File: config.mk
export PLATFORM = sky130hd
export DESIGN_NAME = oss_search
export DESIGN_NICKNAME = d
export VERILOG_FILES = /design/src/design/oss_pkg.sv /design/src/design/oss_search.sv
export SDC_FILE = /design/constraint.sdc
export NUM_CORES = 1
export LEC_CHECK = 0
export BUFFER_PORTS_ARGS = -buffer_cell sky130_fd_sc_hd__buf_2
export CORE_UTILIZATION = 44
export DETAILED_ROUTE_END_ITERATION = 10
export GPL_ROUTABILITY_DRIVEN = 0
export PLACE_DENSITY = 0.75
export SLEW_MARGIN = 20
export SYNTH_ARGS = -nofsm -noshare
export SYNTH_HDL_FRONTEND = slang
export SYNTH_SLANG_ARGS = --single-unit
File: constraint.sdc
create_clock -name clk -period 6.9 [get_ports clk]
set_clock_uncertainty 0.1 [all_clocks]
set_input_delay 1.38 -clock clk [delete_from_list [all_inputs] [get_ports clk]]
set_output_delay 1.38 -clock clk [all_outputs]
set_load 0.005 [all_outputs]
File: src/design/oss_pkg.sv
package oss_pkg;

	localparam int unsigned SECTOR_BYTES = 2352;
	localparam int unsigned PREV_DEPTH   = 2 * SECTOR_BYTES;
	localparam int unsigned NEW_DEPTH    = 3 * SECTOR_BYTES - 1;

	localparam int unsigned ADDR_W = 13;
	localparam int unsigned OFS_W  = 12;

	localparam logic [ADDR_W-1:0] OVERLAP    = ADDR_W'(PREV_DEPTH);
	localparam logic [ADDR_W-1:0] PREV_LAST  = ADDR_W'(PREV_DEPTH - 1);
	localparam logic [ADDR_W-1:0] PREV_LIMIT = ADDR_W'(PREV_DEPTH);
	localparam logic [ADDR_W-1:0] NEW_LIMIT  = ADDR_W'(NEW_DEPTH);
	localparam logic [OFS_W-1:0]  OFS_MAX    = OFS_W'(SECTOR_BYTES - 1);
	localparam logic [16:0]       SECTOR_17  = 17'(SECTOR_BYTES);

	// input kinds
	localparam logic [1:0] OP_LOAD_PREV = 2'd0;
	localparam logic [1:0] OP_LOAD_NEW  = 2'd1;
	localparam logic [1:0] OP_SEARCH    = 2'd2;
	localparam logic [1:0] OP_CLEAR     = 2'd3;

	// result status, also the search phase while running
	localparam logic [1:0] ST_ALIGNED = 2'd0;
	localparam logic [1:0] ST_NEW_SHIFT = 2'd1;
	localparam logic [1:0] ST_PREV_SHIFT = 2'd2;
	localparam logic [1:0] ST_NO_MATCH = 2'd3;

	typedef struct packed {
		logic              prev_we;
		logic              new_we;
		logic [ADDR_W-1:0] addr;
		logic [7:0]        data;
	} wr_t;

	typedef struct packed {
		logic [ADDR_W-1:0] prev_addr;
		logic [ADDR_W-1:0] new_addr;
	} rd_req_t;

	typedef struct packed {
		logic [1:0]        status;
		logic [OFS_W-1:0]  shift;
		logic [ADDR_W-1:0] start_offset;
		logic [16:0]       payload_bytes;
		logic [15:0]       stitch_total;
		logic [15:0]       fail_total;
	} res_t;

endpackage

File: src/design/oss_search.sv
module oss_search (
	input  logic                       clk,
	input  logic                       arst_n,
	input  logic                       start,
	input  logic                       clear,
	input  logic [4:0]                 blocks,
	input  logic                       take,
	input  logic [7:0]                 prev_rdata,
	input  logic [7:0]                 new_rdata,
	output oss_pkg::rd_req_t           rd,
	output logic                       busy,
	output logic                       res_valid,
	output oss_pkg::res_t              res
);

	localparam logic [1:0] S_IDLE = 2'd0;
	localparam logic [1:0] S_RUN  = 2'd1;
	localparam logic [1:0] S_DONE = 2'd2;

	logic [1:0]                   state_q;
	logic [1:0]                   status_q;
	logic [oss_pkg::OFS_W-1:0]    ofs_q;
	logic [oss_pkg::ADDR_W-1:0]   idx_q;
	logic                         issuing_q;
	logic                         rd_valid_s1;
	logic                         rd_last_s1;
	logic [4:0]                   blocks_q;
	logic [15:0]                  stitch_q;
	logic [15:0]                  fail_q;

	logic [oss_pkg::ADDR_W-1:0]   ofs_ext;
	logic [oss_pkg::ADDR_W-1:0]   last_idx;
	logic                         is_last;
	logic                         byte_eq;
	logic [4:0]                   blocks_eff;
	logic [16:0]                  payload;

	assign ofs_ext = oss_pkg::ADDR_W'(ofs_q);

	// previous-window slide shrinks the compare length
	assign last_idx = (status_q == oss_pkg::ST_PREV_SHIFT) ? (oss_pkg::PREV_LAST - ofs_ext)
		: oss_pkg::PREV_LAST;
	assign is_last = (idx_q == last_idx);

	assign rd.prev_addr = (status_q == oss_pkg::ST_PREV_SHIFT) ? (idx_q + ofs_ext) : idx_q;
	assign rd.new_addr  = (status_q == oss_pkg::ST_NEW_SHIFT) ? (idx_q + ofs_ext) : idx_q;

	assign byte_eq = (prev_rdata == new_rdata);

	always_ff @(posedge clk or negedge arst_n) begin
		if (!arst_n) begin
			state_q     <= S_IDLE;
			status_q    <= oss_pkg::ST_ALIGNED;
			issuing_q   <= 1'b0;
			rd_valid_s1 <= 1'b0;
			stitch_q    <= '0;
			fail_q      <= '0;
		end else begin
			unique case (state_q)
				S_IDLE: begin
					if (clear) begin
						stitch_q <= '0;
						fail_q   <= '0;
					end
					if (start) begin
						state_q     <= S_RUN;
						status_q    <= oss_pkg::ST_ALIGNED;
						issuing_q   <= 1'b1;
						rd_valid_s1 <= 1'b0;
					end
				end
				S_RUN: begin
					if (issuing_q) begin
						rd_valid_s1 <= 1'b1;
						if (is_last) begin
							issuing_q <= 1'b0;
						end
					end else begin
						rd_valid_s1 <= 1'b0;
					end
					if (rd_valid_s1) begin
						if (!byte_eq) begin
							// drop the read in flight and restart at the next candidate
							rd_valid_s1 <= 1'b0;
							issuing_q   <= 1'b1;
							priority if (status_q == oss_pkg::ST_ALIGNED) begin
								status_q <= oss_pkg::ST_NEW_SHIFT;
								if (stitch_q != 16'hFFFF) begin
									stitch_q <= stitch_q + 16'd1;
								end
							end else if (ofs_q == oss_pkg::OFS_MAX) begin
								if (status_q == oss_pkg::ST_NEW_SHIFT) begin
									status_q <= oss_pkg::ST_PREV_SHIFT;
								end else begin
									status_q  <= oss_pkg::ST_NO_MATCH;
									issuing_q <= 1'b0;
									state_q   <= S_DONE;
									if (fail_q != 16'hFFFF) begin
										fail_q <= fail_q + 16'd1;
									end
								end
							end else begin
								// same phase, the datapath steps the offset
							end
						end else if (rd_last_s1) begin
							rd_valid_s1 <= 1'b0;
							issuing_q   <= 1'b0;
							state_q     <= S_DONE;
						end
					end
				end
				S_DONE: begin
					if (take) begin
						state_q <= S_IDLE;
					end
				end
				default: begin
					state_q <= S_IDLE;
				end
			endcase
		end
	end

	// datapath registers without reset
	always_ff @(posedge clk) begin
		if ((state_q == S_IDLE) && start) begin
			ofs_q    <= '0;
			idx_q    <= '0;
			blocks_q <= blocks;
		end else if (state_q == S_RUN) begin
			if (issuing_q) begin
				rd_last_s1 <= is_last;
				if (!is_last) begin
					idx_q <= idx_q + oss_pkg::ADDR_W'(1);
				end
			end
			if (rd_valid_s1 && !byte_eq) begin
				idx_q <= '0;
				if ((status_q == oss_pkg::ST_ALIGNED) || (ofs_q == oss_pkg::OFS_MAX)) begin
					ofs_q <= oss_pkg::OFS_W'(1);
				end else begin
					ofs_q <= ofs_q + oss_pkg::OFS_W'(1);
				end
			end
		end
	end

	// new-data slide drops one sector, saturating at zero
	assign blocks_eff = ((status_q == oss_pkg::ST_NEW_SHIFT) && (blocks_q != 5'd0))
		? (blocks_q - 5'd1)
		: ((status_q == oss_pkg::ST_NEW_SHIFT) ? 5'd0 : blocks_q);
	assign payload = 17'(blocks_eff) * oss_pkg::SECTOR_17;

	always_comb begin
		res.status       = status_q;
		res.stitch_total = stitch_q;
		res.fail_total   = fail_q;
		unique case (status_q)
			oss_pkg::ST_ALIGNED: begin
				res.shift         = '0;
				res.start_offset  = oss_pkg::OVERLAP;
				res.payload_bytes = payload;
			end
			oss_pkg::ST_NEW_SHIFT: begin
				res.shift         = ofs_q;
				res.start_offset  = oss_pkg::OVERLAP + ofs_ext;
				res.payload_bytes = payload;
			end
			oss_pkg::ST_PREV_SHIFT: begin
				res.shift         = ofs_q;
				res.start_offset  = oss_pkg::OVERLAP - ofs_ext;
				res.payload_bytes = payload;
			end
			default: begin
				res.shift         = '0;
				res.start_offset  = '0;
				res.payload_bytes = '0;
			end
		endcase
	end

	assign busy      = (state_q != S_IDLE);
	assign res_valid = (state_q == S_DONE);

endmodule

# == Word level (Yosys, flattened, before mapping) ==
# Cells that the tools add are included.
# totals
in_bits,26
elab_cells,121
output_inout_bits,104
reg_bits,69
# classes
n_eq_ne,26
mux,55
n_addsub,9
reduce_logical,19
mul,1
bitwise_logic,1
# op_table
operator,count
$mux W16,11
$pmux W42 S3,1
$mux W13,6
$pmux W16 S2,2
$add A16 B1 Y16 const B,2
$ne A16 B16 Y1 const B,2
$mux W2,13
$sub A13 B12 Y13 const A,2
$ne A2 B2 Y1 const B,11
$mux W1,15
$ne A3 B3 Y1 const B,5
$add A13 B1 Y13 const B,1
$add A13 B12 Y13,1
$add A13 B12 Y13 const A,1
$eq A13 B13 Y1,1
$mul A5 B8 Y13 const B,1
$add A12 B1 Y12 const B,1
$eq A12 B12 Y1 const B,1
$mux W12,1
$mux W5,2
$eq A8 B8 Y1,1
$reduce_and A8 Y1,1
$reduce_and A7 Y1,1
$pmux W2 S3,1
other kinds (17),27

# == Logic depth before layout (Yosys ltp) ==
# Gate-level depths: netlist of the first run.
# logic_depth
depth_word,9
ltp_mapped,20

# == Worst setup path before layout of the first run ==
# Ideal clock, no wire load.
# synth_timing
path_kind,register to output
startpoint,register status_q[0]
endpoint,output port res[47] in the netlist's numbering
arrival_time_ps,4120
n_path_buf,2
path_stages_with_launch,21
t_required_ps,5420
setup_slack_ps,1300
path_cell_list,dfrtp_1 > clkbuf_1 > inv_1 > nor2_1 > clkbuf_1 > o21ai_0 > inv_1 > a21oi_1 > a31oi_1 > ha_1 > ha_1 > ha_1 > ha_1 > a31o_2 > a21o_1 > a21oi_1 > o21bai_1 > a21oi_1 > o21bai_1 > xnor2_1 > nor2_1
# synth_rtl
item,line,source
from (decl),oss_search.sv:21,logic [1:0] status_q;
from (signal assigned),oss_search.sv:53,status_q <= oss_pkg::ST_ALIGNED;
from (signal assigned),oss_search.sv:67,status_q <= oss_pkg::ST_ALIGNED;
from (signal assigned),oss_search.sv:87,status_q <= oss_pkg::ST_NEW_SHIFT;
to (decl),oss_search.sv:13,output oss_pkg::res_t res

==> qor.yml, run 1 <==
run_status: "completed"
cts.clk_slew.worst_paths_ns: 0.06
coreArea_sq_mm: 0.0128
fp.dieArea_sq_mm: 0.0137
first_global_vias: 4846
grt.total_usage_pct: 22.2
nets: 908
finalHoldViolCount: 0
layout.core_utilization_pct: 53.3
min_delay_worst_endpoint: "stitch_q[0]"
worst_path_largest_cell_delay_ns: 0.63
worstMarginPinSlew_ns: 1.04
synth_seq_area_share_pct: 28.1
crit_fanout: 16
synth_enable_flop_cells: 6
clock.fmax_ghz: 0.158
r2r.worst_path.cells: 10
maxSlewViolCount: 0
cp-start-kind: "register"
fillCellCount: 1203
placedInstanceArea_sq_mm: 0.00648
cts.repair.resized: 0
cts_root_buf: "sky130_fd_sc_hd__clkbuf_16"
grt.overflow.total: 0
crit_path_top_delay_cell: "sky130_fd_sc_hd__dfrtp_1"
starting_density_pct: 45.5
drt-initial-drc-count: 313
vdd.ir_drop.worst_mv: 0.144
series_of_cell_instances_along_the_critical_path: "inv_1 > nor2_1 > buf_4 > o21ai_0 > inv_1 > a21oi_1 > a31oi_1 > ha_1 > ha_1 > ha_1 > ha_1 > a31o_2 > a21o_1 > a21oi_1 > o21bai_1 > a21oi_1 > o21bai_1 > xnor2_1 > nor2_1 > buf_2"
number_of_violations_of_the_max_capacitance_limit: 0
power_per_cell_area_mw_per_mm2: 136
grt_setup_unrepaired: "no"
commonest_non_fill_non_tap_cells_in_the_layout: "sky130_fd_sc_hd__buf_2 (125), sky130_fd_sc_hd__nand2_1 (80), sky130_fd_sc_hd__nor2_1 (76), sky130_fd_sc_hd__o21ai_0 (53)"
postSynth.topFlopCell: "sky130_fd_sc_hd__dfrtp_1"
cts-htree-levels: 3
count_of_synthesis_stage_warnings_from_yosys: 0
max-clock-path-buffers: 2
timing.final.setup_violations: 0
grt_max_degree: 47
synth.cell_area_sq_mm: 0.00581
max_slew_headroom_pct: 30.2
design_area_sq_mm: 0.00681
io-pin-count: 130
path_class: "register to primary output"
drt_drc: 0
area_growth_from_synthesis_to_layout_pct: 17.2
cp_common_cell: "sky130_fd_sc_hd__ha_1"
route.detailed.vias_per_inst: 5.50
crit_arrival_ns: 4.84
min_from: "stitch_q[0]"
wl_per_cell_um: 14.5
async_flop_share_pct: 55.1
insertedDiodeCount: 0
cts_setup_buffers: 0
holdPathStages: 1
power.static_leakage_nw: 3.14
syn_avg_cell_area_sq_um: 7.86
die_h_um: 117
setup_tns_ns: 0
num_rows: 41
postCtsHoldBufs: 0
clock-sinks: 69
numPortBuffers: 125
critical_path.reg2reg.startpoint: "ofs_q[5]"
dp_hpwl_um: 10900
worst_setup_path_end_kind: "primary output"
post_route_cells_drive_above_1_share_pct: 18.9
r2r_slack_ns: 3.60
numCtsBuffers: 9
post_synth_inst_count: 740
grt_antenna_before_repair: 0
mostFrequentLayoutCell: "sky130_fd_sc_hd__buf_2"
drt_pre_antenna_iters: 7
regToRegEndpoint: "idx_q[6]"
finalWirelength_um: 14800
yosysUniqueCellTypes: 70
clock_tree_from_tritoncts: "yes"
worstSkewPairLatency_ns: 0.34
worst_ep_required_time_ns: 5.42
layout_worst_path_cycle_share_pct: 91.5
setup.worst_path.start: "status_q[0]"
period_minus_slack_ns: 6.32
timing.hold.worst.class: "register to register"
grt_first_pass_wirelength_um: 23800
vias: 5583
yosys_register_bits: 69
number_of_antenna_violating_nets_in_the_routed_design: 0
die_w_um: 117
finalHoldWorstSlack_ns: 0.439
## registers in the layout (all words and copies together), names as in the netlist
signal and flops:
issuing_q 1, blocks_q 5, ofs_q 12, fail_q 16, rd_last_s1 1, status_q 2
stitch_q 16, idx_q 13, rd_valid_s1 1, state_q 2
## how the worst max path moves through the flow
stage | end | slack [ns] | depth (start not counted)
after floorplan | res[47] | 1.30 | 20
after global placement | res[47] | 1.11 | 20
after detailed placement | res[47] | 0.99 | 20
after CTS | res[47] | 0.61 | 20
after global routing | res[47] | 0.22 | 20
final | res[47] | 0.58 | 20
## cells by family (layout without fill, tap and decap cells)
family | after synthesis | after routing | share of synthesized area (%)
AOI/OAI and AO/OA | 176 | 176 | 19.0
DFF | 69 | 69 | 28.1
and+or+nand+nor | 291 | 291 | 24.7
other | 1 | 4 | 0.0645
buffers and inverters | 79 | 179 | 5.98
adders and majority gates | 44 | 44 | 9.60
xor gates and xnor gates | 77 | 77 | 12.1
muxes | 3 | 3 | 0.517
## routing by layer
metal	vias up	wire, um	global-route usage, %
met4	0	205	5.49
met2	189	6820	36.0
met1	2580	6800	30.0
met5	-	0	0
met3	23	931	5.20
li1	2791	-	-
## final cells by class
cell class | count | area [sq um] | area share [%]
Sequential cell | 69 | 1630 | 24.0
Clock inverter | 5 | 65.1 | 0.955
Multi-Input combinational cell | 595 | 3840 | 56.4
Timing Repair Buffer | 131 | 671 | 9.85
Clock buffer | 11 | 264 | 3.88
Tap cell | 172 | 215 | 3.16
Inverter | 32 | 120 | 1.76
## metrics by stage
stage / total power [mW] / cells / setup slack (ns)
floorplan: 0.423 / 743 / 1.30
global placement: 0.435 / 999 / 1.11
detailed placement: 0.435 / 999 / 0.991
CTS: 0.937 / 1015 / 0.608
global route: 0.958 / 1015 / 0.216
finish: 0.928 / 1015 / 0.584
## critical path, delay by kind of cell, from the launching register on
kind / cells / cell delay, ns
AO/OA/AOI/OAI: 9 / 1.76
XOR/XNOR: 1 / 0.18
adder cells (fa/ha/maj): 4 / 1.08
buffers and inverters: 4 / 0.68
flip-flops: 1 / 0.63
AND/OR/NAND/NOR: 2 / 0.18
## synthesized netlist by cell type, drive strengths merged, types with 11 or more instances
cell	n	share of area (%)
nand3	20	1.7
nand4	16	1.7
nor3	18	1.6
xnor2	26	3.9
buf	22	2.3
dfrtp	38	16
o21ai	54	4.6
a21oi	49	4.2
and2	13	1.4
nor2b	14	1.5
ha	43	9.3
nor2	76	4.9
clkbuf	25	1.6
nand2	80	5.2
nand2b	11	1.2
inv	32	2.1
dfxtp	25	8.6
xor2	49	7.4
## report_power, final
part	total [mW]	switching, mW	internal [mW]
clock	0.501	0.187	0.315
combinational	0.0183	0.0101	0.00817
sequential	0.408	0.000608	0.407
total	0.928	0.197	0.730
(Power assumes the default switching activity.)
==> inputs of run 2 (changes only) <==
BUFFER_PORTS_ARGS = -buffer_cell sky130_fd_sc_hd__buf_4   (was -buffer_cell sky130_fd_sc_hd__buf_2)
CORE_MARGIN = 2   (was default)
==> run 2 against run 1 <==
Power is 7.3% lower. Sequential power is essentially flat. Final cell count unchanged. Setup slack improved by 0.090 ns. Combinational power up 23%. Highest routed layer unchanged.
==> qor.yml, run 2 (synthesis results as in run 1) <==
layout.core_utilization_pct: 55.4
worst_path_largest_cell_delay_ns: 0.64
dp_hpwl_um: 11100
grt.overflow.total: 0
mostFrequentLayoutCell: "sky130_fd_sc_hd__buf_4"
fillCellCount: 1215
area_growth_from_synthesis_to_layout_pct: 21.7
cp_common_cell: "sky130_fd_sc_hd__ha_1"
max-clock-path-buffers: 2
crit_fanout: 16
timing.final.setup_violations: 0
fp.dieArea_sq_mm: 0.0141
placement.setup.worst_slack_ns: 1.06
coreArea_sq_mm: 0.0128
grt_first_pass_wirelength_um: 24500
crit_arrival_ns: 4.75
drt-initial-drc-count: 365
final.setup.worst_slack_ns: 0.674
r2r_slack_ns: 3.57
number_of_antenna_violating_nets_in_the_routed_design: 0
reg_top3: "fail_q (16), stitch_q (16), idx_q (13)"
cts_setup_buffers: 0
io-pin-count: 130
crit_buf_inv: 4
cts.repair.resized: 0
crit_path_top_delay_cell: "sky130_fd_sc_hd__dfrtp_1"
series_of_cell_instances_along_the_critical_path: "inv_1 > nor2_1 > buf_4 > o21ai_0 > inv_1 > a21oi_1 > a31oi_1 > ha_1 > ha_1 > ha_1 > ha_1 > a31o_2 > a21o_1 > a21oi_1 > o21bai_1 > a21oi_1 > o21bai_1 > xnor2_1 > nor2_1 > buf_4"
number_of_violations_of_the_max_capacitance_limit: 0
worst_ep_required_time_ns: 5.42
run_status: "completed"
route.detailed.vias_per_inst: 5.49
postCtsHoldBufs: 0
num_rows: 41
starting_density_pct: 45.5
numCtsBuffers: 9
clock-sinks: 69
commonest_non_fill_non_tap_cells_in_the_layout: "sky130_fd_sc_hd__buf_4 (131), sky130_fd_sc_hd__nand2_1 (80), sky130_fd_sc_hd__nor2_1 (76), sky130_fd_sc_hd__o21ai_0 (53)"
grt_max_degree: 47
clock_tree_from_tritoncts: "yes"
cts.clk_slew.worst_paths_ns: 0.06
layout_worst_path_cycle_share_pct: 90.2
timing.hold.worst.class: "register to register"
grt.total_usage_pct: 21.0
finalWirelength_um: 14800
cp-start-kind: "register"
grt_antenna_before_repair: 0
setup_tns_ns: 0
nets: 908
drt_drc: 0
clock.fmax_ghz: 0.161
insertedDiodeCount: 0
die_w_um: 119
vias: 5570
family_of_cells_with_the_greatest_summed_delay_on_the_critical_path: "compound AO/OA/AOI/OAI gates"
die_h_um: 119
grt_setup_unrepaired: "no"
cts_root_buf: "sky130_fd_sc_hd__clkbuf_16"
power_per_cell_area_mw_per_mm2: 122
finalHoldViolCount: 0
post_route_cells_drive_above_1_share_pct: 18.7
numPortBuffers: 125
power.static_leakage_nw: 3.18
wl_per_cell_um: 14.6
worst_setup_path_end_kind: "primary output"
worstSkewPairLatency_ns: 0.33
cts-htree-levels: 3
max_slew_headroom_pct: 34.6
maxSlewViolCount: 0
path_class: "register to primary output"
vdd.ir_drop.worst_mv: 0.119
first_global_vias: 5021
worstMarginPinSlew_ns: 0.975
period_minus_slack_ns: 6.23
drt_pre_antenna_iters: 5
-- run 2: changes by cell type in the layout (fill, tap and decap cells not counted), sizes merged --
| cell | previous run | this run |
|---|---|---|
| clkinvlp | 0 | 3 |
| bufinv | 1 | 0 |
| clkinv | 3 | 2 |
| inv | 33 | 32 |
-- run 2: final timing paths --
check | start | end | cells after the start
min in group asynchronous | arst_n | fail_q[5] | 1
max in group asynchronous | arst_n | fail_q[11] | 1
hold reg to reg | stitch_q[1] | stitch_q[1] | 2
setup / recovery | status_q[0] | res[47] | 20
setup reg to reg | status_q[0] | idx_q[10] | 9
hold / removal | stitch_q[1] | stitch_q[1] | 2
-- run 2: final cells by class --
cell class              count  area (sq um)  share of cell area [%]
multi-input cells         595          3840                    54.4
flip-flops and latches     69          1630                    23.1
repair buffers            131           983                    13.9
clock buffers              11           243                    3.43
well taps                 172           215                    3.04
inverters                  32           120                    1.70
clock inverters             5          36.3                   0.513
-- run 2: worst min-delay path, delay by kind of cell (launching register included) --
kind / cells / cell delay (ns)
DFF: 1 / 0.39
and+or+nand+nor: 1 / 0.06
AOI/OAI and AO/OA: 1 / 0.06
-- run 2: report_power, final --
| part | switching, mW | total (mW) | internal, mW |
|---|---|---|---|
| registers | 0.000618 | 0.408 | 0.408 |
| clock network | 0.177 | 0.429 | 0.253 |
| logic | 0.0102 | 0.0226 | 0.0123 |
| total | 0.187 | 0.860 | 0.673 |
-- run 2: through the flow --
step / power (mW) / hold WS (ns) / instances / cell area [sq um]
after floorplan: 0.423 / 0.408 / 743 / 5820
after global placement: 0.439 / 0.428 / 999 / 6800
after detailed placement: 0.439 / 0.434 / 999 / 6800
after CTS: 0.871 / 0.446 / 1015 / 7070
after global routing: 0.891 / 0.493 / 1015 / 7070
final: 0.860 / 0.439 / 1015 / 7070
-- run 2: per-layer routing --
metal | wire length (um) | part of all wire, % | vias to the layer above | GRT usage [%]
met5 | 0 | 0 | - | 0
met3 | 986 | 6.6 | 18 | 5.03
met1 | 6780 | 46 | 2573 | 28.1
li1 | - | - | 2788 | -
met2 | 6820 | 46 | 191 | 33.3
met4 | 247 | 1.7 | 0 | 6.92
==> inputs of run 3 (changes only) <==
CORE_ASPECT_RATIO = 0.9   (was default)
MAX_ROUTING_LAYER = met4   (was default)
==> run 3 against run 2 <==
Sequential power barely moved. Via count rose by 1.9%. Maximum frequency fell by 0.28%. Critical path depth did not move. First-iteration DRC count rose by 39%. Register-to-register slack got worse by 0.27 ns. Sequential share of layout area fell by 0.11 points.
==> qor.yml, run 3 (synthesis results as in run 1) <==
drt_drc: 0
wl_per_cell_um: 15.2
drt_pre_antenna_iters: 7
run_status: "completed"
power_per_cell_area_mw_per_mm2: 131
cp-start-kind: "register"
num_rows: 39
worstMarginPinSlew_ns: 1.04
fp.dieArea_sq_mm: 0.0141
dp_hpwl_um: 11200
grt.overflow.total: 0
clock.fmax_ghz: 0.160
period_minus_slack_ns: 6.24
finalWirelength_um: 15300
worstSkewPairLatency_ns: 0.34
design_area_sq_mm: 0.00711
number_of_violations_of_the_max_capacitance_limit: 0
cts_root_buf: "sky130_fd_sc_hd__clkbuf_16"
timing.hold.worst.class: "register to register"
area_of_the_multi_input_gates_sq_mm: 0.00384
cts_setup_buffers: 0
path_class: "register to primary output"
grt_max_degree: 40
route.detailed.vias_per_inst: 5.64
cts.clk_slew.worst_paths_ns: 0.06
die_w_um: 125
first_global_vias: 5025
power.static_leakage_nw: 3.21
grt_antenna_before_repair: 0
vdd.ir_drop.worst_mv: 0.120
vias: 5675
setup_tns_ns: 0
grt.total_usage_pct: 21.8
coreArea_sq_mm: 0.0128
clock-sinks: 69
max_slew_headroom_pct: 30.0
drt-initial-drc-count: 506
fillCellCount: 1220
commonest_non_fill_non_tap_cells_in_the_layout: "sky130_fd_sc_hd__buf_4 (131), sky130_fd_sc_hd__nand2_1 (80), sky130_fd_sc_hd__nor2_1 (76), sky130_fd_sc_hd__o21ai_0 (53)"
area_growth_from_synthesis_to_layout_pct: 22.3
starting_density_pct: 45.5
finalHoldWorstSlack_ns: 0.458
register_area_sq_mm: 0.00163
number_of_antenna_violating_nets_in_the_routed_design: 0
numPortBuffers: 125
reg_top3: "fail_q (16), stitch_q (16), idx_q (13)"
numCtsBuffers: 9
die_h_um: 113
placedInstanceArea_sq_mm: 0.00679
nets: 908
io-pin-count: 130
cts.repair.resized: 0
post_route_cells_drive_above_1_share_pct: 18.8
layout_worst_path_cycle_share_pct: 90.5
postCtsHoldBufs: 0
worst_ep_required_time_ns: 5.42
finalHoldViolCount: 0
cts-htree-levels: 3
worst_setup_path_end_kind: "primary output"
grt_first_pass_wirelength_um: 24900
mostFrequentLayoutCell: "sky130_fd_sc_hd__buf_4"
timing.final.setup_violations: 0
insertedDiodeCount: 0
clock_tree_from_tritoncts: "yes"
r2r_slack_ns: 3.30
grt_setup_unrepaired: "no"
max-clock-path-buffers: 2
crit_fanout: 16
crit_arrival_ns: 4.76
maxSlewViolCount: 0
==> run 3: area by class of cell <==
cell class	instances	share of cell area, %
Multi-Input combinational cell	595	54.1
Inverter	32	1.69
Timing Repair Buffer	131	13.8
Clock buffer	10	3.36
Sequential cell	69	23.0
Tap cell	164	2.89
Clock inverter	5	1.18
==> run 3: final timing paths <==
check | cells past startpoint | startpoint | endpoint
setup / recovery | 20 | status_q[0] | res[47]
hold / removal | 2 | stitch_q[1] | stitch_q[1]
setup reg to reg | 9 | status_q[0] | idx_q[12]
hold reg to reg | 2 | stitch_q[1] | stitch_q[1]
max in group asynchronous | 1 | arst_n | fail_q[12]
min in group asynchronous | 1 | arst_n | stitch_q[10]
==> run 3: stage by stage <==
step	util [%]	std cells	setup slack, ns	power (mW)
finish	55.6	1006	0.656	0.932
global route	55.6	1006	0.253	0.958
CTS	55.6	1006	0.641	0.939
detailed placement	53.1	991	1.01	0.439
global placement	53.1	991	1.16	0.439
floorplan	-	743	1.30	0.423
==> run 3: report_power, final <==
| group | internal [mW] | total (mW) | switching [mW] |
|---|---|---|---|
| combinational | 0.0123 | 0.0223 | 0.0100 |
| clock | 0.325 | 0.502 | 0.176 |
| sequential | 0.408 | 0.408 | 0.000633 |
==> run 3: critical path, cell delays in order, from the launching register on <==
cell and delay, ns:
sky130_fd_sc_hd__dfrtp_1 0.62, sky130_fd_sc_hd__inv_1 0.25, sky130_fd_sc_hd__nor2_1 0.14, sky130_fd_sc_hd__buf_4 0.20
sky130_fd_sc_hd__o21ai_0 0.21, sky130_fd_sc_hd__inv_1 0.10, sky130_fd_sc_hd__a21oi_1 0.06, sky130_fd_sc_hd__a31oi_1 0.33
sky130_fd_sc_hd__ha_1 0.22, sky130_fd_sc_hd__ha_1 0.22, sky130_fd_sc_hd__ha_1 0.27, sky130_fd_sc_hd__ha_1 0.34
sky130_fd_sc_hd__a31o_2 0.28, sky130_fd_sc_hd__a21o_1 0.18, sky130_fd_sc_hd__a21oi_1 0.21, sky130_fd_sc_hd__o21bai_1 0.09
sky130_fd_sc_hd__a21oi_1 0.22, sky130_fd_sc_hd__o21bai_1 0.12, sky130_fd_sc_hd__xnor2_1 0.14, sky130_fd_sc_hd__nor2_1 0.05
sky130_fd_sc_hd__buf_4 0.16
==> run 3: routing by layer <==
layer	routed length (um)	share of wire [%]	track usage (%)
met5	0	0	-
met2	7100	46	34.2
met3	1050	6.9	4.73
met4	180	1.2	4.15
met1	6990	46	29.3
